<file path="config.mk">
export PLATFORM = sky130hd
export DESIGN_NAME = tcg_channel
export DESIGN_NICKNAME = d
export VERILOG_FILES = /design/src/two_channel_tone_noise_generator_assert.svh /design/src/tcg_pkg.sv /design/src/tcg_channel.sv
export SDC_FILE = /design/constraint.sdc
export NUM_CORES = 1
export LEC_CHECK = 0
export ABC_AREA = 1
export BUFFER_PORTS_ARGS = -buffer_cell sky130_fd_sc_hd__buf_2
export CORE_MARGIN = 8
export CORE_UTILIZATION = 40
export CTS_BUF_LIST = sky130_fd_sc_hd__clkbuf_16
export DETAILED_ROUTE_END_ITERATION = 7
export PLACE_DENSITY_LB_ADDON = 0.08
export RECOVER_POWER = 50
export SLEW_MARGIN = 20
export SYNTH_ARGS = -nofsm -noshare
export SYNTH_HDL_FRONTEND = slang
export SYNTH_SLANG_ARGS = --single-unit
</file>
<file path="constraint.sdc">
create_clock -name clk -period 2 [get_ports clk]
set_input_delay 0.1 -clock clk [delete_from_list [all_inputs] [get_ports clk]]
set_output_delay 0.1 -clock clk [all_outputs]
set_load 0.02 [all_outputs]
</file>
<file path="src/two_channel_tone_noise_generator_assert.svh">
// ----------------------------------------------------------------------------
// two_channel_tone_noise_generator_assert.svh
// assertion macros shared by the tone and noise generator modules
// ----------------------------------------------------------------------------
`ifndef TWO_CHANNEL_TONE_NOISE_GENERATOR_ASSERT_SVH
`define TWO_CHANNEL_TONE_NOISE_GENERATOR_ASSERT_SVH

// same-cycle implication, clocked on clk, idle during reset
`define TCG_ASSERT_NOW(lbl, ante, cons) \
    lbl: assert property (@(posedge clk) disable iff (!rst_n) (ante) |-> (cons)) \
        else $error("tcg assertion failed");

// next-cycle implication, clocked on clk, idle during reset
`define TCG_ASSERT_NEXT(lbl, ante, cons) \
    lbl: assert property (@(posedge clk) disable iff (!rst_n) (ante) |=> (cons)) \
        else $error("tcg assertion failed");

`endif

</file>
<file path="src/tcg_pkg.sv">
// ----------------------------------------------------------------------------
// tcg_pkg
// types, constants and tables of the two-channel tone and noise generator
// ----------------------------------------------------------------------------
package tcg_pkg;

    localparam int unsigned SAMPLE_RATE_HZ = 44100;
    localparam logic [9:0]  ENV_STEP_TICKS = 10'(SAMPLE_RATE_HZ / 100);
    localparam logic [7:0]  NOISE_P0       = 8'(SAMPLE_RATE_HZ / 7000);
    localparam logic [7:0]  NOISE_P1       = 8'(SAMPLE_RATE_HZ / 3500);
    localparam logic [7:0]  NOISE_P2       = 8'(SAMPLE_RATE_HZ / 1750);
    localparam logic [15:0] NOISE_SEED     = 16'h4000;
    localparam logic [13:0] VOL_FULL       = 14'h3fff;
    localparam logic [13:0] VOL_HALF       = 14'h1fff;

    localparam logic MODE_START = 1'b0;
    localparam logic MODE_TICK  = 1'b1;
    localparam logic CH_NOISE   = 1'b0;
    localparam logic CH_TONE    = 1'b1;

    typedef struct packed {
        logic       mode;
        logic [7:0] note;
        logic       channel;
    } cmd_t;

    typedef struct packed {
        logic signed [15:0] sample;
    } audio_t;

    typedef struct packed {
        logic        active;
        logic        expire;
        logic        level;
        logic [13:0] vol;
    } chan_status_t;

    localparam logic [7:0] PERIOD_ROM [0:255] = '{
        8'd178, 8'd176, 8'd173, 8'd171, 8'd168, 8'd166, 8'd163, 8'd161,
        8'd159, 8'd156, 8'd154, 8'd152, 8'd150, 8'd148, 8'd145, 8'd143,
        8'd141, 8'd139, 8'd137, 8'd135, 8'd133, 8'd131, 8'd129, 8'd128,
        8'd126, 8'd124, 8'd122, 8'd120, 8'd119, 8'd117, 8'd115, 8'd114,
        8'd112, 8'd110, 8'd109, 8'd107, 8'd106, 8'd104, 8'd103, 8'd101,
        8'd100, 8'd98,  8'd97,  8'd95,  8'd94,  8'd93,  8'd91,  8'd90,
        8'd89,  8'd88,  8'd86,  8'd85,  8'd84,  8'd83,  8'd81,  8'd80,
        8'd79,  8'd78,  8'd77,  8'd76,  8'd75,  8'd74,  8'd72,  8'd71,
        8'd70,  8'd69,  8'd68,  8'd67,  8'd66,  8'd65,  8'd64,  8'd64,
        8'd63,  8'd62,  8'd61,  8'd60,  8'd59,  8'd58,  8'd57,  8'd57,
        8'd56,  8'd55,  8'd54,  8'd53,  8'd53,  8'd52,  8'd51,  8'd50,
        8'd50,  8'd49,  8'd48,  8'd47,  8'd47,  8'd46,  8'd45,  8'd45,
        8'd44,  8'd44,  8'd43,  8'd42,  8'd42,  8'd41,  8'd40,  8'd40,
        8'd39,  8'd39,  8'd38,  8'd38,  8'd37,  8'd37,  8'd36,  8'd35,
        8'd35,  8'd34,  8'd34,  8'd33,  8'd33,  8'd32,  8'd32,  8'd32,
        8'd31,  8'd31,  8'd30,  8'd30,  8'd29,  8'd29,  8'd28,  8'd28,
        8'd28,  8'd27,  8'd27,  8'd26,  8'd26,  8'd26,  8'd25,  8'd25,
        8'd25,  8'd24,  8'd24,  8'd23,  8'd23,  8'd23,  8'd22,  8'd22,
        8'd22,  8'd22,  8'd21,  8'd21,  8'd21,  8'd20,  8'd20,  8'd20,
        8'd19,  8'd19,  8'd19,  8'd19,  8'd18,  8'd18,  8'd18,  8'd17,
        8'd17,  8'd17,  8'd17,  8'd16,  8'd16,  8'd16,  8'd16,  8'd16,
        8'd15,  8'd15,  8'd15,  8'd15,  8'd14,  8'd14,  8'd14,  8'd14,
        8'd14,  8'd13,  8'd13,  8'd13,  8'd13,  8'd13,  8'd12,  8'd12,
        8'd12,  8'd12,  8'd12,  8'd12,  8'd11,  8'd11,  8'd11,  8'd11,
        8'd11,  8'd11,  8'd10,  8'd10,  8'd10,  8'd10,  8'd10,  8'd10,
        8'd9,   8'd9,   8'd9,   8'd9,   8'd9,   8'd9,   8'd9,   8'd8,
        8'd8,   8'd8,   8'd8,   8'd8,   8'd8,   8'd8,   8'd8,   8'd8,
        8'd7,   8'd7,   8'd7,   8'd7,   8'd7,   8'd7,   8'd7,   8'd7,
        8'd7,   8'd6,   8'd6,   8'd6,   8'd6,   8'd6,   8'd6,   8'd6,
        8'd6,   8'd6,   8'd6,   8'd6,   8'd5,   8'd5,   8'd5,   8'd5,
        8'd5,   8'd5,   8'd5,   8'd5,   8'd5,   8'd5,   8'd5,   8'd5,
        8'd4,   8'd4,   8'd4,   8'd4,   8'd4,   8'd4,   8'd4,   8'd4
    };

    // envelope volume for a channel at a position; out of table reads as zero
    function automatic logic [13:0] env_volume(input logic sel, input logic [4:0] pos);
        logic [13:0] v;
        v = '0;
        if (sel == CH_NOISE) begin
            if (pos == 5'd0 || pos == 5'd19) begin
                v = VOL_HALF;
            end
            else if (pos <= 5'd18) begin
                v = VOL_FULL;
            end
        end
        else begin
            if (pos == 5'd0) begin
                v = VOL_FULL;
            end
            else if (pos == 5'd1) begin
                v = VOL_HALF;
            end
        end
        return v;
    endfunction

    // half period loaded by a start beat
    function automatic logic [7:0] start_period(input logic sel, input logic [7:0] note);
        logic [7:0] p;
        p = '0;
        if (sel == CH_TONE) begin
            p = PERIOD_ROM[note];
        end
        else begin
            unique case (note[1:0])
                2'd0:    p = NOISE_P0;
                2'd1:    p = NOISE_P1;
                2'd2:    p = NOISE_P2;
                default: p = '0;
            endcase
        end
        return p;
    endfunction

endpackage

</file>
<file path="src/tcg_channel.sv">
// ----------------------------------------------------------------------------
// tcg_channel
// one sound channel: period counter, level, envelope position and tick count
// ----------------------------------------------------------------------------
module tcg_channel (
    input  logic                       clk,
    input  logic                       rst_n,
    input  logic                       noise_sel,
    input  logic                       start,
    input  logic [7:0]                 period,
    input  logic                       tick,
    input  logic                       level_in,
    output tcg_pkg::chan_status_t      status
);

    logic       level_reg,   level_next;
    logic [4:0] pos_reg,     pos_next;
    logic [7:0] cnt_reg,     cnt_next;
    logic [7:0] half_reg,    half_next;
    logic [9:0] elapsed_reg, elapsed_next;

    logic       active;
    logic       expire;
    logic       env_step;
    logic [4:0] pos_adv;
    logic [9:0] elapsed_adj;

    assign active = (half_reg != 8'd0);
    assign expire = active && (cnt_reg == 8'd0);

    assign status.active = active;
    assign status.expire = expire;
    assign status.level  = level_reg;
    assign status.vol    = tcg_pkg::env_volume(noise_sel, pos_reg);

    always_comb
    begin
        env_step     = (elapsed_reg >= tcg_pkg::ENV_STEP_TICKS);
        pos_adv      = env_step ? pos_reg + 5'd1 : pos_reg;
        elapsed_adj  = env_step ? elapsed_reg - tcg_pkg::ENV_STEP_TICKS : elapsed_reg;
        level_next   = level_reg;
        pos_next     = pos_reg;
        cnt_next     = cnt_reg;
        half_next    = half_reg;
        elapsed_next = elapsed_reg;
        if (start) begin
            pos_next  = '0;
            half_next = period;
        end
        else if (tick && active) begin
            if (expire) begin
                level_next = level_in;
                pos_next   = pos_adv;
                if (tcg_pkg::env_volume(noise_sel, pos_adv) == 14'd0) begin
                    half_next = '0;
                end
                cnt_next     = half_next;
                elapsed_next = elapsed_adj + 10'd1;
            end
            else begin
                cnt_next     = cnt_reg - 8'd1;
                elapsed_next = elapsed_reg + 10'd1;
            end
        end
    end

    always_ff @(posedge clk or negedge rst_n)
    begin
        if (!rst_n) begin
            level_reg   <= 1'b0;
            pos_reg     <= '0;
            cnt_reg     <= '0;
            half_reg    <= '0;
            elapsed_reg <= '0;
        end
        else begin
            level_reg   <= level_next;
            pos_reg     <= pos_next;
            cnt_reg     <= cnt_next;
            half_reg    <= half_next;
            elapsed_reg <= elapsed_next;
        end
    end

endmodule

</file>
==> run metrics, run 1 <==
status=finished, violations left; violated checks=setup timing; async set-or-reset flop fraction in the synthesized netlist=100.0%; Post-Syn Area=roughly 2500 um2; Cell Pwr Density=between 800 and 900 nW/um2; Ys Warns=0; cell with the most instances after synthesis=nand2_1; Largest register FFs=10; post-route cell area=roughly 3500 um2; Distinct cells, synth=35; Final setup viols=21; final slew viol count=0; ratio of cells with drive above 1 in the final layout=39.03%; # clock sinks=32; clk root buf=clkbuf_16; Die Wd=roughly 96 um; combinational family with the most area after synthesis=simple AND/OR/NAND/NOR gates; Initial DRC Count=between 100 and 150; Hold Crit Class=input pin to flop; RSZ-0062 raised after global routing=true; vias=2455; Cells after Synth=between 300 and 400; Synth Area in Compound Gates=around 8.5%; post-synthesis xor/xnor area fraction=4.404%; initial antenna violation count=0; post-synthesis adder-cell area fraction=slightly below 4%; slew margin rel.=~44%; clk_skew=between 0.005 and 0.006 ns; Boundary Pins=31; Hold WS=approximately 0.018 ns; ranking of synthesized cells by area=dfrtp_1 (32%), nand2_1 (16%), nand3_1 (7.1%); nature of the critical path startpoint=flop; Post-DP HPWL=about 5000 um; largest net degree at the start of global routing=33; Inserted Clock Buffers=5; n_diodes=0; Main synth FF type=dfrtp_1; global-route wire length before repair=11480 um; vias per cell=4.814; Max Freq=0.4813 GHz; critical path data arrival time=2.30 ns; site row count=29; 1st-pass router iterations=4; total die area=9122 um2; Max Buffers Root-to-Sink=2; clock-pin slew of the registers on the worst-case setup and hold paths=~0.060 ns; vias in the first global route=about 2.5k; # port buffers=30; mux cell area share after synthesis=0%; H-tree Lvls=2; CTS tree=built; DRC viols=0; Worst EP required=~2.2 ns; EDFF count, synth=0; final hold violation count=0; syn_area_per_cell=about 7.1 um2; Simple-Gate Fraction of Synth Area=about two fifths; Final Net Count=approximately 450; Setup WS pre-CTS=-0.1869 ns; Routed Antenna Nets=0; Tcrit/Tclk final=103.9%; worst-margin pin slew=between 0.8 and 0.9 ns; Layout area overhead=36.96%; GRT Overall Usage=approximately 16%; initial core utilization=between 40 and 50%; Mapped Nets=between 300 and 400; Commonest cells post-synth=nand2_1 (105), nand3_1 (36), inv_1 (34), dfrtp_1 (32), nor2_1 (24); post-synth top area cell=dfrtp_1; gr ovfl total=0; Leakage Power=1.749 nW; sequential-to-total area share from yosys stat=a little under a third; number of max-cap violations=0; Yosys reg bits=32; WS Path Type=flop to flop; Core Region=6241 um2; final WL=around 6800 um; dpl cell area=slightly above 3000 um2; setup ws final=-0.07785 ns; Die H=95.51 um; Routed wire per std cell=between 10 and 15 um; post-synth top area share=a little under a third; Worst VDD drop=between 600 and 700 uV; worst-path fanout max=8; Final min period=a little over 2 ns; Skew-Pair Late Insertion Delay=0.28 ns; CP Capture Type=flop; routability cong.=0.8200
report_power, final:
part,leakage (nW),switching (mW),internal (mW)
Clock,0.0710,0.285,0.452
Combinational,1.28,0.757,0.637
Sequential,0.401,0.105,0.792
Total,1.75,1.15,1.88
area by class of cell:
class                   count  area (um2)
clock buffers               5       125.1
multi-input cells         264        1659
inverters                  40       150.1
fillers                   616        2778
repair buffers             89       618.1
flip-flops and latches     32       800.8
clock inverters             3       13.76
well taps                  77       96.34
worst max-delay path, cell delays in order, from the launching register on:
cell,delay [ns]
dfrtp_1,0.39
inv_2,0.12
ha_4,0.15
inv_2,0.03
nand3_2,0.07
nand2_2,0.05
nand2_2,0.07
nand2_4,0.08
buf_12,0.13
nand2_4,0.07
buf_4,0.11
nand3_2,0.05
o21ai_2,0.08
nand2_2,0.12
o21ai_4,0.13
nand2_2,0.09
nand2_4,0.15
nand3_2,0.08
nand2_1,0.06
what timing repair did:
action | CTS | global route
setup buffers | 3 | 2
pin swaps | 19 | 12
hold buffers | 1 | 0
endpoints found under the hold margin | 32 | 0
cloned | 3 | 0
endpoints found under the setup margin | 36 | 31
resized for setup | 25 | 16
worst paths after layout:
check | startpoint | to | slack [ns] | cells past startpoint
max | elapsed_reg[1]$_DFFE_PN0P_ | half_reg[7]$_DFFE_PN0P_ | -0.08 | 18
min | period[3] | half_reg[3]$_DFFE_PN0P_ | 0.02 | 3
max reg2reg | elapsed_reg[1]$_DFFE_PN0P_ | half_reg[7]$_DFFE_PN0P_ | -0.08 | 18
min reg2reg | level_reg$_DFFE_PN0P_ | level_reg$_DFFE_PN0P_ | 0.47 | 2
max in group asynchronous | rst_n | cnt_reg[7]$_DFFE_PN0P_ | 1.01 | 2
min in group asynchronous | rst_n | elapsed_reg[7]$_DFFE_PN0P_ | 0.46 | 2
per-layer routing:
metal	wire, um	global-route usage (%)	vias up
met5	0	0	-
met4	51	4.225	0
li1	-	-	1290
met3	219	3.150	4
met1	3041	18.93	1129
met2	3518	29.00	32
placed cells by master, fill, tap and decap left out, drive strengths merged, types with 3 or more instances in the layout:
master	n
ha	8
o21ai	19
a21oi	11
clkbuf	7
inv	39
xnor2	4
clkinv	4
nand2	119
nand4	10
o22ai	6
nor2	33
buf	86
xor2	7
dfrtp	32
nor3	3
nand3	40
through the flow:
stage	power (mW)	util, %	setup TNS [ns]	cells
3_5_place_dp	2.129	49.44	-2.285	493
2_1_floorplan	1.670	-	-0.09248	355
5_1_grt	3.227	55.49	-4.520	510
3_3_place_gp	2.117	49.44	-0.7236	493
4_1_cts	2.985	54.35	-1.132	508
6_report	3.027	55.49	-1.087	510
cell families (layout without fill, tap and decap cells):
kind of cell,count (synthesis),after routing
xor+xnor,11,11
buf+inv,62,137
fa+ha+maj,8,8
flops,32,32
compound gates,37,39
simple gates,205,206
(Power assumes the default switching activity.)
==> inputs of run 2 (changes only) <==
- SETUP_SLACK_MARGIN: unset -> 0.15
==> run metrics, run 2 (synthesis results as in run 1) <==
final slew viol count=0 (unchanged); Die Wd=95.51 um (unchanged); initial core utilization=40.52% (unchanged); n_diodes=0 (unchanged); Routed wire per std cell=13.73 um (was 13.39 um); violated checks=setup timing (unchanged); initial antenna violation count=0 (unchanged); clk_skew=0.006291 ns (was 0.005473 ns); post-route cell area=3717 um2 (was 3463 um2); H-tree Lvls=2 (unchanged); Max Buffers Root-to-Sink=2 (unchanged); Final min period=2.130 ns (was 2.078 ns); worst-margin pin slew=0.8792 ns (was 0.8445 ns); most frequent cells in the layout=nand2_1 (88), buf_4 (65), dfrtp_1 (31), buf_2 (27), inv_1 (24) (was nand2_1 (96), buf_4 (54), dfrtp_1 (32), inv_1 (29), buf_2 (28)); # port buffers=30 (unchanged); vias per cell=4.899 (was 4.814); critical path data arrival time=2.29 ns (was 2.30 ns); clock-pin slew of the registers on the worst-case setup and hold paths=0.06 ns (about the same); Layout area overhead=47.01% (was 36.96%); 1st-pass router iterations=4 (unchanged); ratio of cells with drive above 1 in the final layout=46.43% (was 39.03%); Final Util=59.56% (was 55.49%); final hold violation count=0 (unchanged); setup ws final=-0.1305 ns (was -0.07785 ns); Largest register FFs=10 (unchanged); most common cell after layout, fill and taps aside=nand2_1 (unchanged); Crit path largest cell delay=0.39 ns (about the same); Boundary Pins=31 (unchanged); global-route wire length before repair=11690 um (was 11480 um); total die area=9122 um2 (unchanged); largest net degree at the start of global routing=33 (unchanged); CP Capture Type=flop (unchanged); slowest CP cell=dfrtp_1 (unchanged); site row count=29 (unchanged); CTS tree=built (unchanged); Most Frequent Cell on Critical Path=nand2_1 (was nand2_2); dpl cell area=3078 um2 (was 3085 um2); Hold Crit Class=input pin to flop (unchanged); critical path, cell by cell=inv_2 > ha_4 > buf_4 > nand2_1 > nor2_1 > nand2_1 > inv_1 > nand2_1 > nand2_2 > nand2_2 > nor2_4 > nand3_2 > nand2_1 > nand2_1 > nand2_1 > nand2_1 (was inv_2 > ha_4 > inv_2 > nand3_2 > nand2_2 > nand2_2 > nand2_4 > buf_12 > nand2_4 > buf_4 > nand3_2 > o21ai_2 > nand2_2 > o21ai_4 > nand2_2 > nand2_4 > nand3_2 > nand2_1); Tcrit/Tclk final=106.5% (was 103.9%); routability cong.=0.8036 (was 0.8200); Core Region=6241 um2 (unchanged); vias in the first global route=2582 (was 2457); Final setup viols=23 (was 21); CP Buf/Inv Count=3 (was 4); Worst VDD drop=649.8 uV (was 693.8 uV); slew margin rel.=41.39% (was 43.70%); Worst EP required=2.16 ns (was 2.22 ns); clk root buf=clkbuf_16 (unchanged); Skew-Pair Late Insertion Delay=0.28 ns (about the same); Inserted Clock Buffers=5 (unchanged); Cell Pwr Density=872.1 nW/um2 (was 874.1 nW/um2); nature of the critical path startpoint=flop (unchanged); Max Freq=0.4694 GHz (was 0.4813 GHz); Post-DP HPWL=4927 um (was 5036 um); RSZ-0062 raised after global routing=true (unchanged); worst-path fanout max=4 (was 8); gr ovfl total=0 (unchanged); Leakage Power=1.856 nW (was 1.749 nW); DRC viols=0 (unchanged); Final Net Count=469 (was 454); status=finished, violations left (unchanged); number of max-cap violations=0 (unchanged); Routed Antenna Nets=0 (unchanged); Initial DRC Count=116 (was 111); vias=2572 (was 2455); WS Path Type=flop to flop (unchanged); GRT Overall Usage=16.12% (was 16.07%); Die H=95.51 um (unchanged); # clock sinks=32 (unchanged); delay-heaviest family, CP=simple AND/OR/NAND/NOR gates (unchanged); final WL=7207 um (was 6831 um)
==> run 2: routing by layer <==
metal,vias up,global-route usage [%],wire [um]
li1,1319,-,-
met1,1211,19.79,3222
met2,37,28.37,3690
met3,5,2.756,226
met4,0,4.225,68
met5,-,0,0
==> run 2: worst reg2reg max path, cell delays in order, from the launching register on <==
cell and delay (ns):
dfrtp_1 0.39, inv_2 0.08, ha_4 0.15, buf_4 0.12
nand2_1 0.08, nor2_1 0.11, nand2_1 0.15, inv_1 0.19
nand2_1 0.09, nand2_2 0.10, nand2_2 0.09, nor2_4 0.15
nand3_2 0.09, nand2_1 0.06, nand2_1 0.06, nand2_1 0.05
nand2_1 0.06
==> run 2: stage by stage <==
| step | cells | worst slack [ns] | hold WS, ns | TNS, ns | total power, mW |
|---|---|---|---|---|---|
| after floorplan | 355 | -0.02253 | -0.1956 | -0.02578 | 1.696 |
| after global placement | 488 | -0.1139 | 0.2215 | -1.470 | 2.126 |
| after detailed placement | 488 | -0.1456 | 0.2224 | -2.008 | 2.137 |
| after CTS | 515 | -0.1079 | 0.01767 | -1.419 | 3.122 |
| after global routing | 525 | -0.2822 | 0.02841 | -5.523 | 3.455 |
| final | 525 | -0.1305 | 0.02078 | -1.553 | 3.242 |
==> run 2: worst paths after layout <==
| path | from | end | slack [ns] | cells past startpoint |
|---|---|---|---|---|
| max | cnt_reg[0]$_DFFE_PN0P_ | elapsed_reg[9]$_DFFE_PN0P_ | -0.13 | 16 |
| min | level_in | level_reg$_DFFE_PN0P_ | 0.02 | 3 |
| max reg2reg | cnt_reg[0]$_DFFE_PN0P_ | elapsed_reg[9]$_DFFE_PN0P_ | -0.13 | 16 |
| min reg2reg | level_reg$_DFFE_PN0P_ | level_reg$_DFFE_PN0P_ | 0.47 | 2 |
| max in group asynchronous | rst_n | elapsed_reg[0]$_DFFE_PN0P_ | 0.92 | 2 |
| min in group asynchronous | rst_n | level_reg$_DFFE_PN0P_ | 0.47 | 2 |
==> run 2: final cells by class <==
class / count / area (um2)
clock buffer: 5 / 125.1
clock inverter: 3 / 38.79
fill: 597 / 2524
inverter: 40 / 155.1
multi-input combinational: 263 / 1745
sequential: 32 / 802.0
tap: 77 / 96.34
timing repair buffer: 105 / 754.5
==> run 2: power breakdown <==
group          internal [mW]  switching, mW  total, mW
sequential             0.793          0.115      0.908
combinational          0.675          0.792       1.47
clock                  0.580          0.287      0.867
total                   2.05           1.19       3.24
==> run 2: what timing repair did <==
action / 4_1_cts / 5_1_grt
buffers inserted: 17 / 9
endpoints found under the hold margin: 32 / 0
gates cloned: 1 / 1
resized for setup: 40 / 33
pin swaps: 25 / 32
hold buffers: 1 / 0
setup endpoints to repair: 44 / 45
