===== src/two_channel_tone_noise_generator_assert.svh =====
// ----------------------------------------------------------------------------
// two_channel_tone_noise_generator_assert.svh
// assertion macros shared by the tone and noise generator modules
// ----------------------------------------------------------------------------
`ifndef TWO_CHANNEL_TONE_NOISE_GENERATOR_ASSERT_SVH
`define TWO_CHANNEL_TONE_NOISE_GENERATOR_ASSERT_SVH

// same-cycle implication, clocked on clk, idle during reset
`define TCG_ASSERT_NOW(lbl, ante, cons) \
    lbl: assert property (@(posedge clk) disable iff (!rst_n) (ante) |-> (cons)) \
        else $error("tcg assertion failed");

// next-cycle implication, clocked on clk, idle during reset
`define TCG_ASSERT_NEXT(lbl, ante, cons) \
    lbl: assert property (@(posedge clk) disable iff (!rst_n) (ante) |=> (cons)) \
        else $error("tcg assertion failed");

`endif


===== src/tcg_pkg.sv =====
// ----------------------------------------------------------------------------
// tcg_pkg
// types, constants and tables of the two-channel tone and noise generator
// ----------------------------------------------------------------------------
package tcg_pkg;

    localparam int unsigned SAMPLE_RATE_HZ = 44100;
    localparam logic [9:0]  ENV_STEP_TICKS = 10'(SAMPLE_RATE_HZ / 100);
    localparam logic [7:0]  NOISE_P0       = 8'(SAMPLE_RATE_HZ / 7000);
    localparam logic [7:0]  NOISE_P1       = 8'(SAMPLE_RATE_HZ / 3500);
    localparam logic [7:0]  NOISE_P2       = 8'(SAMPLE_RATE_HZ / 1750);
    localparam logic [15:0] NOISE_SEED     = 16'h4000;
    localparam logic [13:0] VOL_FULL       = 14'h3fff;
    localparam logic [13:0] VOL_HALF       = 14'h1fff;

    localparam logic MODE_START = 1'b0;
    localparam logic MODE_TICK  = 1'b1;
    localparam logic CH_NOISE   = 1'b0;
    localparam logic CH_TONE    = 1'b1;

    typedef struct packed {
        logic       mode;
        logic [7:0] note;
        logic       channel;
    } cmd_t;

    typedef struct packed {
        logic signed [15:0] sample;
    } audio_t;

    typedef struct packed {
        logic        active;
        logic        expire;
        logic        level;
        logic [13:0] vol;
    } chan_status_t;

    localparam logic [7:0] PERIOD_ROM [0:255] = '{
        8'd178, 8'd176, 8'd173, 8'd171, 8'd168, 8'd166, 8'd163, 8'd161,
        8'd159, 8'd156, 8'd154, 8'd152, 8'd150, 8'd148, 8'd145, 8'd143,
        8'd141, 8'd139, 8'd137, 8'd135, 8'd133, 8'd131, 8'd129, 8'd128,
        8'd126, 8'd124, 8'd122, 8'd120, 8'd119, 8'd117, 8'd115, 8'd114,
        8'd112, 8'd110, 8'd109, 8'd107, 8'd106, 8'd104, 8'd103, 8'd101,
        8'd100, 8'd98,  8'd97,  8'd95,  8'd94,  8'd93,  8'd91,  8'd90,
        8'd89,  8'd88,  8'd86,  8'd85,  8'd84,  8'd83,  8'd81,  8'd80,
        8'd79,  8'd78,  8'd77,  8'd76,  8'd75,  8'd74,  8'd72,  8'd71,
        8'd70,  8'd69,  8'd68,  8'd67,  8'd66,  8'd65,  8'd64,  8'd64,
        8'd63,  8'd62,  8'd61,  8'd60,  8'd59,  8'd58,  8'd57,  8'd57,
        8'd56,  8'd55,  8'd54,  8'd53,  8'd53,  8'd52,  8'd51,  8'd50,
        8'd50,  8'd49,  8'd48,  8'd47,  8'd47,  8'd46,  8'd45,  8'd45,
        8'd44,  8'd44,  8'd43,  8'd42,  8'd42,  8'd41,  8'd40,  8'd40,
        8'd39,  8'd39,  8'd38,  8'd38,  8'd37,  8'd37,  8'd36,  8'd35,
        8'd35,  8'd34,  8'd34,  8'd33,  8'd33,  8'd32,  8'd32,  8'd32,
        8'd31,  8'd31,  8'd30,  8'd30,  8'd29,  8'd29,  8'd28,  8'd28,
        8'd28,  8'd27,  8'd27,  8'd26,  8'd26,  8'd26,  8'd25,  8'd25,
        8'd25,  8'd24,  8'd24,  8'd23,  8'd23,  8'd23,  8'd22,  8'd22,
        8'd22,  8'd22,  8'd21,  8'd21,  8'd21,  8'd20,  8'd20,  8'd20,
        8'd19,  8'd19,  8'd19,  8'd19,  8'd18,  8'd18,  8'd18,  8'd17,
        8'd17,  8'd17,  8'd17,  8'd16,  8'd16,  8'd16,  8'd16,  8'd16,
        8'd15,  8'd15,  8'd15,  8'd15,  8'd14,  8'd14,  8'd14,  8'd14,
        8'd14,  8'd13,  8'd13,  8'd13,  8'd13,  8'd13,  8'd12,  8'd12,
        8'd12,  8'd12,  8'd12,  8'd12,  8'd11,  8'd11,  8'd11,  8'd11,
        8'd11,  8'd11,  8'd10,  8'd10,  8'd10,  8'd10,  8'd10,  8'd10,
        8'd9,   8'd9,   8'd9,   8'd9,   8'd9,   8'd9,   8'd9,   8'd8,
        8'd8,   8'd8,   8'd8,   8'd8,   8'd8,   8'd8,   8'd8,   8'd8,
        8'd7,   8'd7,   8'd7,   8'd7,   8'd7,   8'd7,   8'd7,   8'd7,
        8'd7,   8'd6,   8'd6,   8'd6,   8'd6,   8'd6,   8'd6,   8'd6,
        8'd6,   8'd6,   8'd6,   8'd6,   8'd5,   8'd5,   8'd5,   8'd5,
        8'd5,   8'd5,   8'd5,   8'd5,   8'd5,   8'd5,   8'd5,   8'd5,
        8'd4,   8'd4,   8'd4,   8'd4,   8'd4,   8'd4,   8'd4,   8'd4
    };

    // envelope volume for a channel at a position; out of table reads as zero
    function automatic logic [13:0] env_volume(input logic sel, input logic [4:0] pos);
        logic [13:0] v;
        v = '0;
        if (sel == CH_NOISE) begin
            if (pos == 5'd0 || pos == 5'd19) begin
                v = VOL_HALF;
            end
            else if (pos <= 5'd18) begin
                v = VOL_FULL;
            end
        end
        else begin
            if (pos == 5'd0) begin
                v = VOL_FULL;
            end
            else if (pos == 5'd1) begin
                v = VOL_HALF;
            end
        end
        return v;
    endfunction

    // half period loaded by a start beat
    function automatic logic [7:0] start_period(input logic sel, input logic [7:0] note);
        logic [7:0] p;
        p = '0;
        if (sel == CH_TONE) begin
            p = PERIOD_ROM[note];
        end
        else begin
            unique case (note[1:0])
                2'd0:    p = NOISE_P0;
                2'd1:    p = NOISE_P1;
                2'd2:    p = NOISE_P2;
                default: p = '0;
            endcase
        end
        return p;
    endfunction

endpackage


===== src/tcg_lfsr.sv =====
// ----------------------------------------------------------------------------
// tcg_lfsr
// 16-bit shift-right noise register, feedback of bits 0 and 1 into bit 15
// ----------------------------------------------------------------------------
`include "two_channel_tone_noise_generator_assert.svh"

module tcg_lfsr (
    input  logic clk,
    input  logic rst_n,
    input  logic step,
    output logic next_bit
);

    logic [15:0] lfsr_reg;
    logic [15:0] lfsr_next;

    always_comb
    begin
        lfsr_next = {lfsr_reg[0] ^ lfsr_reg[1], lfsr_reg[15:1]};
    end

    assign next_bit = lfsr_next[0];

    always_ff @(posedge clk or negedge rst_n)
    begin
        if (!rst_n) begin
            lfsr_reg <= tcg_pkg::NOISE_SEED;
        end
        else if (step) begin
            lfsr_reg <= lfsr_next;
        end
    end

    `TCG_ASSERT_NOW(a_lfsr_never_zero, 1'b1, lfsr_reg != 16'h0000)

endmodule


===== config.mk =====
export PLATFORM = sky130hd
export DESIGN_NAME = tcg_lfsr
export DESIGN_NICKNAME = d
export VERILOG_FILES = /design/src/tcg_pkg.sv /design/src/tcg_lfsr.sv
export VERILOG_INCLUDE_DIRS = /design/src /design/src/src
export SDC_FILE = /design/constraint.sdc
export NUM_CORES = 1
export LEC_CHECK = 0
export ABC_AREA = 1
export BUFFER_PORTS_ARGS = -buffer_cell sky130_fd_sc_hd__buf_4
export CAP_MARGIN = 20
export CORE_AREA = 5 5 42 44
export CTS_CLUSTER_DIAMETER = 50
export CTS_CLUSTER_SIZE = 16
export DETAILED_ROUTE_END_ITERATION = 10
export DIE_AREA = 0 0 47 49
export PLACE_DENSITY_LB_ADDON = 0.12
export SLEW_MARGIN = 0
export SYNTH_ARGS = -nofsm -noshare
export SYNTH_HDL_FRONTEND = slang
export SYNTH_SLANG_ARGS = --single-unit

===== constraint.sdc =====
create_clock -name clk -period 0.92 [get_ports clk]
set_input_delay 0.046 -clock clk [delete_from_list [all_inputs] [get_ports clk]]
set_output_delay 0.046 -clock clk [all_outputs]
set_load 0.02 [all_outputs]

==> results of run 1 <==
## per-stage QoR
step	hold WS [ns]	util	area, sq um	total power, W	std cells
global placement	-0.08324	0.4786	670.6	0.001201	85
global route	0.07426	0.5098	714.4	0.001711	91
finish	0.07443	0.5098	714.4	0.001586	91
detailed placement	-0.08235	0.4786	670.6	0.001211	85
floorplan	-0.2496	-	670.6	0.001149	69
CTS	0.06269	0.5045	706.9	0.001604	90
## report_power, final
| part | internal (W) | total (W) | switching (W) |
|---|---|---|---|
| combinational | 0.000109 | 0.000251 | 0.000142 |
| sequential | 0.000864 | 0.000953 | 0.0000888 |
| clock | 0.000168 | 0.000381 | 0.000213 |
## worst register-to-register path: cells and delay by family (launching register included)
family | cells | cell delay [ns]
flip-flops | 1 | 0.39
buffers and inverters | 2 | 0.20
AND/OR/NAND/NOR | 3 | 0.16
## routing by layer
metal	wire length (um)	vias up	GRT usage
met4	30	0	0.09677
met2	396	6	0.1493
li1	-	218	-
met3	28	4	0.02214
met5	0	-	0
met1	517	192	0.1522
## cell usage in the layout (no fill, tap or decap), drive strengths merged
cell type	instances
o21ai	4
buf	4
dfstp	1
dfrtp	15
nand3	1
dlygate4sd3	1
nand2	41
inv	4
clkbuf	4
## final timing paths
| check | cells past startpoint | from | slack, ns | endpoint |
|---|---|---|---|---|
| max in group asynchronous | 2 | rst_n | 0.52 | lfsr_reg[14] |
| worst min-delay path | 3 | step | 0.07 | lfsr_reg[14] |
| worst max-delay path | 1 | lfsr_reg[1] | 0.05 | next_bit |
| worst max register to register | 5 | lfsr_reg[1] | 0.08 | lfsr_reg[15] |
| worst min register to register | 2 | lfsr_reg[14] | 0.47 | lfsr_reg[14] |
| min in group asynchronous | 2 | rst_n | 0.14 | lfsr_reg[12] |
## cells by family (layout without fill, tap and decap cells)
| family | Yosys count | count (layout) | share of synthesized area |
|---|---|---|---|
| AOI/OAI and AO/OA | 4 | 4 | 0.02985 |
| buffers and inverters | 7 | 13 | 0.09328 |
| DFF | 16 | 16 | 0.5989 |
| and+or+nand+nor | 42 | 42 | 0.2780 |
## final cells by class
cell class,count,share of cell area
Clock buffer,4,0.03678
Sequential cell,16,0.5622
Multi-Input combinational cell,46,0.2890
Timing Repair Buffer,5,0.05604
Tap cell,16,0.02802
Inverter,4,0.02802
## what timing repair did
item                                    in CTS  in global routing
endpoints found under the setup margin       0                  1
hold endpoints to repair                    16                  0
hold buffers                                 1                  0
buffers inserted                             0                  1
==> run_results.csv, run 1 <==
group,metric,value,unit
clocking,root_buffer,"clkbuf_4",
synth,synth_common_cells,"nand2_1, dfrtp_1, nand2_2",
global_routing,antenna_found_initial,0,
worst_setup_path,startpoint_type,"flop",
flow_run,cap_viol_max_count,0,
finish,multi_input_area,206.4,sq um
drt,avgViaCountPerCell,4.615,
synth,yosys_warnings,0,
drt,wl,973,um
finish,diodes,0,
timing,clock_skew,0.01095,ns
global_routing,grt_pass1_vias,436,
floorplan,dieArea,2303,sq um
synth,ys_types,10,
synth,synth.area.top_cells,"dfrtp_1, nand2_1, nand2_2",
worst_setup_path,required,0.87,ns
global_routing,grt_max_degree,20,
global_routing,grt_pass1_wl,1821,um
timing,clock.fmax,1149,MHz
timing,grt_setup_unrepaired,"false",
worst_setup_path,worst_path_max_delay_cell,"dfrtp_1",
place,port_buffers,3,
synth,async_flop_share,1.000,
clocking,cts_made_buffers,3,
place,dp_hpwl,624.1,um
timing,slew_violations,0,
finish,area_delta_synth_final,6.530,%
synth,synth_nets,72,
synth,synth_edf_count,0,
clocking,tritoncts,"built",
worst_setup_path,crit_arrival,0.82,ns
floorplan,rows,14,
synth,ys_ff_latch,16,
floorplan,die_h,49,um
synth,synth.most_common_cell,"nand2_1",
clocking,cts_resized,0,
timing,worst_pin_slew,0.2050,ns
worst_setup_path,critPathTopFamily,"flip-flops",
floorplan,floorplan.initialDensity,0.4786,
drt,antenna_left,0,
floorplan,die_w,47,um
clocking,clk_pin_slew,0.08,ns
clocking,htreeDepth,1,
timing,slew_headroom,0.8634,
drt,first_pass_iters,4,
drt,drtIter0Drc,9,
floorplan,coreArea,1401,sq um
synth,ys.flop_type,"dfrtp_1",
synth,syn_inst,69,
place,dp_slack,0.1909,ns
place,place_congestion,0.6393,
floorplan,io_pins,4,
worst_setup_path,cp_max_fo,2,
finish,fill_cells,128,
clocking,clk_path_buf_depth,2,
timing,fin_tns_setup,0,ns
drt,route.detailed.drc,0,
timing,finalCritPeriodShare,0.9462,
run_status,status,"complete, no violations",
synth,seq_area_frac_synth,0.5989,
finish,final_nets,79,
finish,largest_reg_flops,16,
power,worst_ir_drop_vdd,1134,uV
timing,setup_viol,0,
power,powerDensity,2220,nW/um^2
worst_setup_path,path_class,"flop to output port",
timing,finalHoldViolCount,0,
finish,seqCellArea,401.6,sq um
worst_setup_path,end_kind,"output port",
power,total_leakage_power,0.3828,nW
finish,drive_above_1_share,0.2667,
drt,wl_per_cell,10.69,um
synth,synth_top_area_share,0.5597,
clocking,clkSinkCount,16,
clocking,clk_latency,0.29,ns
synth,syn_area,670.6,sq um
timing,fin_ws,0.04950,ns
worst_setup_path,cp_cell_sequence,"buf_4",
global_routing,grt-ovfl-total,0,
worst_setup_path,cpPeakStageDelay,0.39,ns
worst_setup_path,path_buf_inv,1,
global_routing,gr-usage-all-layers,0.1135,
drt,vias,420,
timing,layout_min_cycle_time,0.8705,ns
synth,yosysTopAreaCell,"dfrtp_1",
synth,postSynthAreaPerCell,9.719,sq um
min_path,hold_class,"input pin to flop",
(Power assumes the default switching activity.)
==> run 2, diff against run 1 <==
CORE_AREA = 10 10 47 49   (was 5 5 42 44)
DIE_AREA = 0 0 57 59   (was 0 0 47 49)
==> run_results.csv, run 2 (synthesized netlist as in run 1, its figures left out) <==
group,metric,value,unit
worst_setup_path,cpPeakStageDelay,0.39,ns
worst_setup_path,cp_max_fo,2,
floorplan,coreArea,1401,sq um
timing,grt_setup_unrepaired,"false",
power,total_leakage_power,0.3888,nW
finish,final_core_utilization,0.5170,
timing,layout_min_cycle_time,0.8759,ns
worst_setup_path,end_kind,"output port",
drt,antenna_left,0,
drt,vias,429,
global_routing,antenna_found_initial,0,
worst_setup_path,cp_cell_sequence,"buf_4",
timing,finalCritPeriodShare,0.9521,
place,dp_cells,85,
clocking,root_buffer,"clkbuf_4",
finish,fin_cells,91,
run_status,status,"complete, no violations",
finish,final_cell_mix,"nand2_1, dfrtp_1, nand2_2",
clocking,clk_pin_slew,0.09,ns
timing,worst_pin_slew,0.2076,ns
timing,slew_headroom,0.8616,
drt,wl,983,um
worst_setup_path,path_class,"flop to output port",
worst_setup_path,startpoint_type,"flop",
min_path,hold_class,"input pin to flop",
global_routing,grt_max_degree,20,
timing,finalHoldViolCount,0,
worst_setup_path,path_buf_inv,1,
clocking,clk_latency,0.28,ns
timing,slew_violations,0,
drt,route.detailed.drc,0,
finish,layout_commonest_cell,"nand2_1",
floorplan,dieArea,3363,sq um
place,dp_hpwl,672.7,um
finish,diodes,0,
worst_setup_path,critPathTopFamily,"flip-flops",
clocking,clk_path_buf_depth,2,
power,totalPowerFinal,0.001655,W
drt,wl_per_cell,10.80,um
timing,clock_skew,0.005581,ns
timing,fin_tns_setup,0,ns
global_routing,grt_pass1_vias,395,
finish,final_nets,79,
finish,fill_cells,134,
worst_setup_path,worst_path_max_delay_cell,"dfrtp_1",
floorplan,rows,14,
timing,setup_viol,0,
clocking,cts_made_buffers,3,
finish,drive_above_1_share,0.2800,
floorplan,die_h,59,um
drt,first_pass_iters,2,
clocking,htreeDepth,1,
global_routing,grt_pass1_wl,1731,um
place,place_congestion,0.6602,
drt,drtIter0Drc,5,
flow_run,cap_viol_max_count,0,
global_routing,grt-ovfl-total,0,
timing,clock.fmax,1142,MHz
finish,largest_reg_flops,16,
worst_setup_path,required,0.87,ns
clocking,clkSinkCount,16,
floorplan,floorplan.initialDensity,0.4786,
floorplan,die_w,57,um
clocking,tritoncts,"built",
clocking,cts_resized,0,
floorplan,io_pins,4,
finish,area_delta_synth_final,8.022,%
worst_setup_path,crit_arrival,0.83,ns
power,worst_ir_drop_vdd,872.0,uV
place,port_buffers,3,
drt,avgViaCountPerCell,4.714,
global_routing,gr-usage-all-layers,0.06494,
power,powerDensity,2285,nW/um^2
run 2: layer usage:
metal  GRT usage  part of all wire
met1     0.07931              0.52
met2     0.09612              0.43
met3     0.02790             0.036
met4     0.03020             0.010
met5           0                 0
run 2: worst min-delay path, stage by stage:
cell and delay (ns):
buf_4 0.18, nand2_1 0.07, nand2_1 0.05
run 2: what timing repair did:
| action | 4_1_cts | 5_1_grt |
|---|---|---|
| endpoints found under the setup margin | 1 | 0 |
| buffers inserted | 1 | 0 |
| hold buffers | 1 | 0 |
| hold endpoints to repair | 16 | 0 |
run 2: power by group:
part,switching [W],internal (W)
Sequential,0.0000901,0.000864
Clock,0.000206,0.000240
Combinational,0.000145,0.000109
run 2: worst paths after layout:
| kind | slack [ns] | from | end | depth (start not counted) |
|---|---|---|---|---|
| worst max-delay path | 0.04 | lfsr_reg[1] | next_bit | 1 |
| worst min-delay path | 0.07 | step | lfsr_reg[14] | 3 |
| worst max register to register | 0.08 | lfsr_reg[1] | lfsr_reg[15] | 5 |
| worst min register to register | 0.46 | lfsr_reg[14] | lfsr_reg[14] | 2 |
| max in group asynchronous | 0.53 | rst_n | lfsr_reg[14] | 2 |
| min in group asynchronous | 0.15 | rst_n | lfsr_reg[13] | 2 |
run 2: area by class of cell:
| type | instances | area [sq um] | area share |
|---|---|---|---|
| flip-flops and latches | 16 | 401.6 | 0.5544 |
| clock buffers | 4 | 36.28 | 0.05009 |
| multi-input cells | 46 | 206.4 | 0.2850 |
| well taps | 16 | 20.02 | 0.02763 |
| inverters | 4 | 20.02 | 0.02763 |
| repair buffers | 5 | 40.04 | 0.05527 |
run 2: through the flow:
step | setup slack [ns] | cell area, sq um | hold slack [ns]
global placement | 0.1908 | 670.6 | -0.08507
global route | 0.009005 | 724.4 | 0.1039
detailed placement | 0.1898 | 670.6 | -0.08580
floorplan | 0.1242 | 670.6 | -0.2496
finish | 0.04409 | 724.4 | 0.06730
CTS | 0.04005 | 724.4 | 0.06565
==> run 3, diff against run 2 <==
CELL_PAD_IN_SITES_DETAIL_PLACEMENT = 1   (was unset)
CELL_PAD_IN_SITES_GLOBAL_PLACEMENT = 1   (was unset)
CORE_AREA = unset   (was 10 10 47 49)
CORE_MARGIN = 10   (was unset)
CORE_UTILIZATION = 43   (was unset)
DIE_AREA = unset   (was 0 0 57 59)
clock period = 1 ns   (was 0.92 ns; I/O delays follow)
==> run_results.csv, run 3 (synthesized netlist as in run 1, its figures left out) <==
group,metric,value,unit
worst_setup_path,cpPeakStageDelay,0.41,ns
power,power.share.clock,0.236,
power,worst_ir_drop_vdd,832.2,uV
power,comb_power_share,0.153,
floorplan,die_h,59.49,um
timing,finalCritPeriodShare,0.9004,
timing,slew_headroom,0.8580,
clocking,htreeDepth,1,
timing,grt_setup_unrepaired,"false",
min_path,hold_path_end,"lfsr_reg[14]",
drt,antenna_left,0,
worst_setup_path,cp_cell_sequence,"buf_4",
finish,diodes,0,
worst_setup_path,critPathTopFamily,"flip-flops",
timing,clock.fmax,1111,MHz
worst_setup_path,rr_worst_depth,4,
clocking,clk_path_buf_depth,2,
power,swShare,0.2779,
timing,worst_pin_slew,0.2130,ns
power,powerDensity,2040,nW/um^2
timing,finalHoldViolCount,0,
drt,wl,1057,um
timing,fin_ws,0.09961,ns
floorplan,rows,14,
timing,slew_violations,0,
timing,setup_viol,0,
finish,fin_cells,90,
clocking,cts_resized,0,
floorplan,floorplan.initialDensity,0.4504,
global_routing,gr-usage-all-layers,0.07211,
timing,holdWs,0.08807,ns
drt,first_pass_iters,4,
clocking,clk_latency,0.28,ns
power,p_int,0.001041,W
global_routing,grt_pass1_wl,1918,um
floorplan,die_w,59.49,um
place,port_buffers,3,
power,total_leakage_power,0.3774,nW
finish,fill_cells,171,
drt,wl_per_cell,11.74,um
clocking,root_buffer,"clkbuf_4",
finish,final_nets,78,
drt,route.detailed.drc,0,
floorplan,dieArea,3539,sq um
min_path,hold_class,"input pin to flop",
clocking,tritoncts,"built",
clocking,post-cts-setup-buffers,0,
power,p_seq_frac,0.611,
place,dp_cells,85,
min_path,min-delay-start,"step",
drt,drtIter0Drc,7,
flow_run,cap_viol_max_count,0,
power,totalPowerFinal,0.001442,W
floorplan,coreArea,1489,sq um
drt,vias,420,
worst_setup_path,reg2reg_slack,0.26,ns
power,switching_power,0.0004008,W
worst_setup_path,path_class,"flop to output port",
worst_setup_path,rr_endpoint,"lfsr_reg[15]",
floorplan,io_pins,4,
min_path,hold_depth,3,
worst_setup_path,required,0.95,ns
clocking,cts_made_buffers,3,
global_routing,grt-ovfl-total,0,
worst_setup_path,end_kind,"output port",
global_routing,grt_max_degree,20,
clocking,clk_pin_slew,0.08,ns
place,dp_hpwl,712.8,um
worst_setup_path,cp_max_fo,4,
place,dp_slack,0.2696,ns
finish,largest_reg_flops,16,
worst_setup_path,timing.rr.start,"lfsr_reg[1]",
worst_setup_path,crit_arrival,0.85,ns
drt,avgViaCountPerCell,4.667,
place,place_congestion,0.6316,
finish,final_cell_mix,"nand2_1, dfrtp_1, nand2_2",
global_routing,antenna_found_initial,0,
worst_setup_path,worst_path_max_delay_cell,"dfrtp_1",
clocking,clkSinkCount,16,
finish,layout_commonest_cell,"nand2_1",
finish,area_delta_synth_final,5.410,%
clocking,ctsHoldBuffers,1,
timing,layout_min_cycle_time,0.9004,ns
timing,fin_tns_setup,0,ns
timing,clock_skew,0.004753,ns
worst_setup_path,path_buf_inv,1,
worst_setup_path,startpoint_type,"flop",
run_status,status,"complete, no violations",
global_routing,grt_pass1_vias,438,
finish,drive_above_1_share,0.2568,
==> run 3: cell types whose count changed in the layout (fill, tap and decap cells not counted) <==
cell	change
buf_4	-1
clkbuf_1	+1
clkbuf_8	-1
==> run 3: area by class of cell <==
type	instances	area [sq um]	share of cell area
Clock buffer	4	26.28	0.03717
Sequential cell	16	401.6	0.5681
Timing Repair Buffer	4	32.53	0.04602
Inverter	4	20.02	0.02832
Tap cell	16	20.02	0.02832
Multi-Input combinational cell	46	206.4	0.2920
==> run 3: worst max path at each step <==
stage / startpoint / to / slack, ns / cells past startpoint
6_report: lfsr_reg[1] / next_bit / 0.1 / 1
5_1_grt: lfsr_reg[1] / next_bit / 0.06 / 1
4_1_cts: lfsr_reg[1] / next_bit / 0.09 / 1
3_5_place_dp: lfsr_reg[1] / lfsr_reg[15] / 0.27 / 4
3_3_place_gp: lfsr_reg[1] / lfsr_reg[15] / 0.29 / 4
2_1_floorplan: lfsr_reg[1] / lfsr_reg[15] / 0.20 / 4
==> run 3: routing by layer <==
metal,vias to the layer above,routed length [um],track usage
met2,2,485,0.1010
met1,201,527,0.08853
met5,-,0,0
met3,2,32,0.02790
met4,0,12,0.04808
li1,215,-,-
==> run 3: metrics by stage <==
step / utilization / area (sq um)
after floorplan: - / 670.6
final: 0.4748 / 706.9
after detailed placement: 0.4504 / 670.6
after CTS: 0.4748 / 706.9
after global placement: 0.4504 / 670.6
after global routing: 0.4748 / 706.9
==> run 3: power groups by stage <==
stage | Clock [W] | Sequential (W) | Combinational, W
global placement | 0 | 0.000893 | 0.000215
global route | 0.000393 | 0.000903 | 0.000264
floorplan | 0 | 0.000888 | 0.000169
finish | 0.000340 | 0.000882 | 0.000220
CTS | 0.000356 | 0.000885 | 0.000229
detailed placement | 0 | 0.000896 | 0.000224
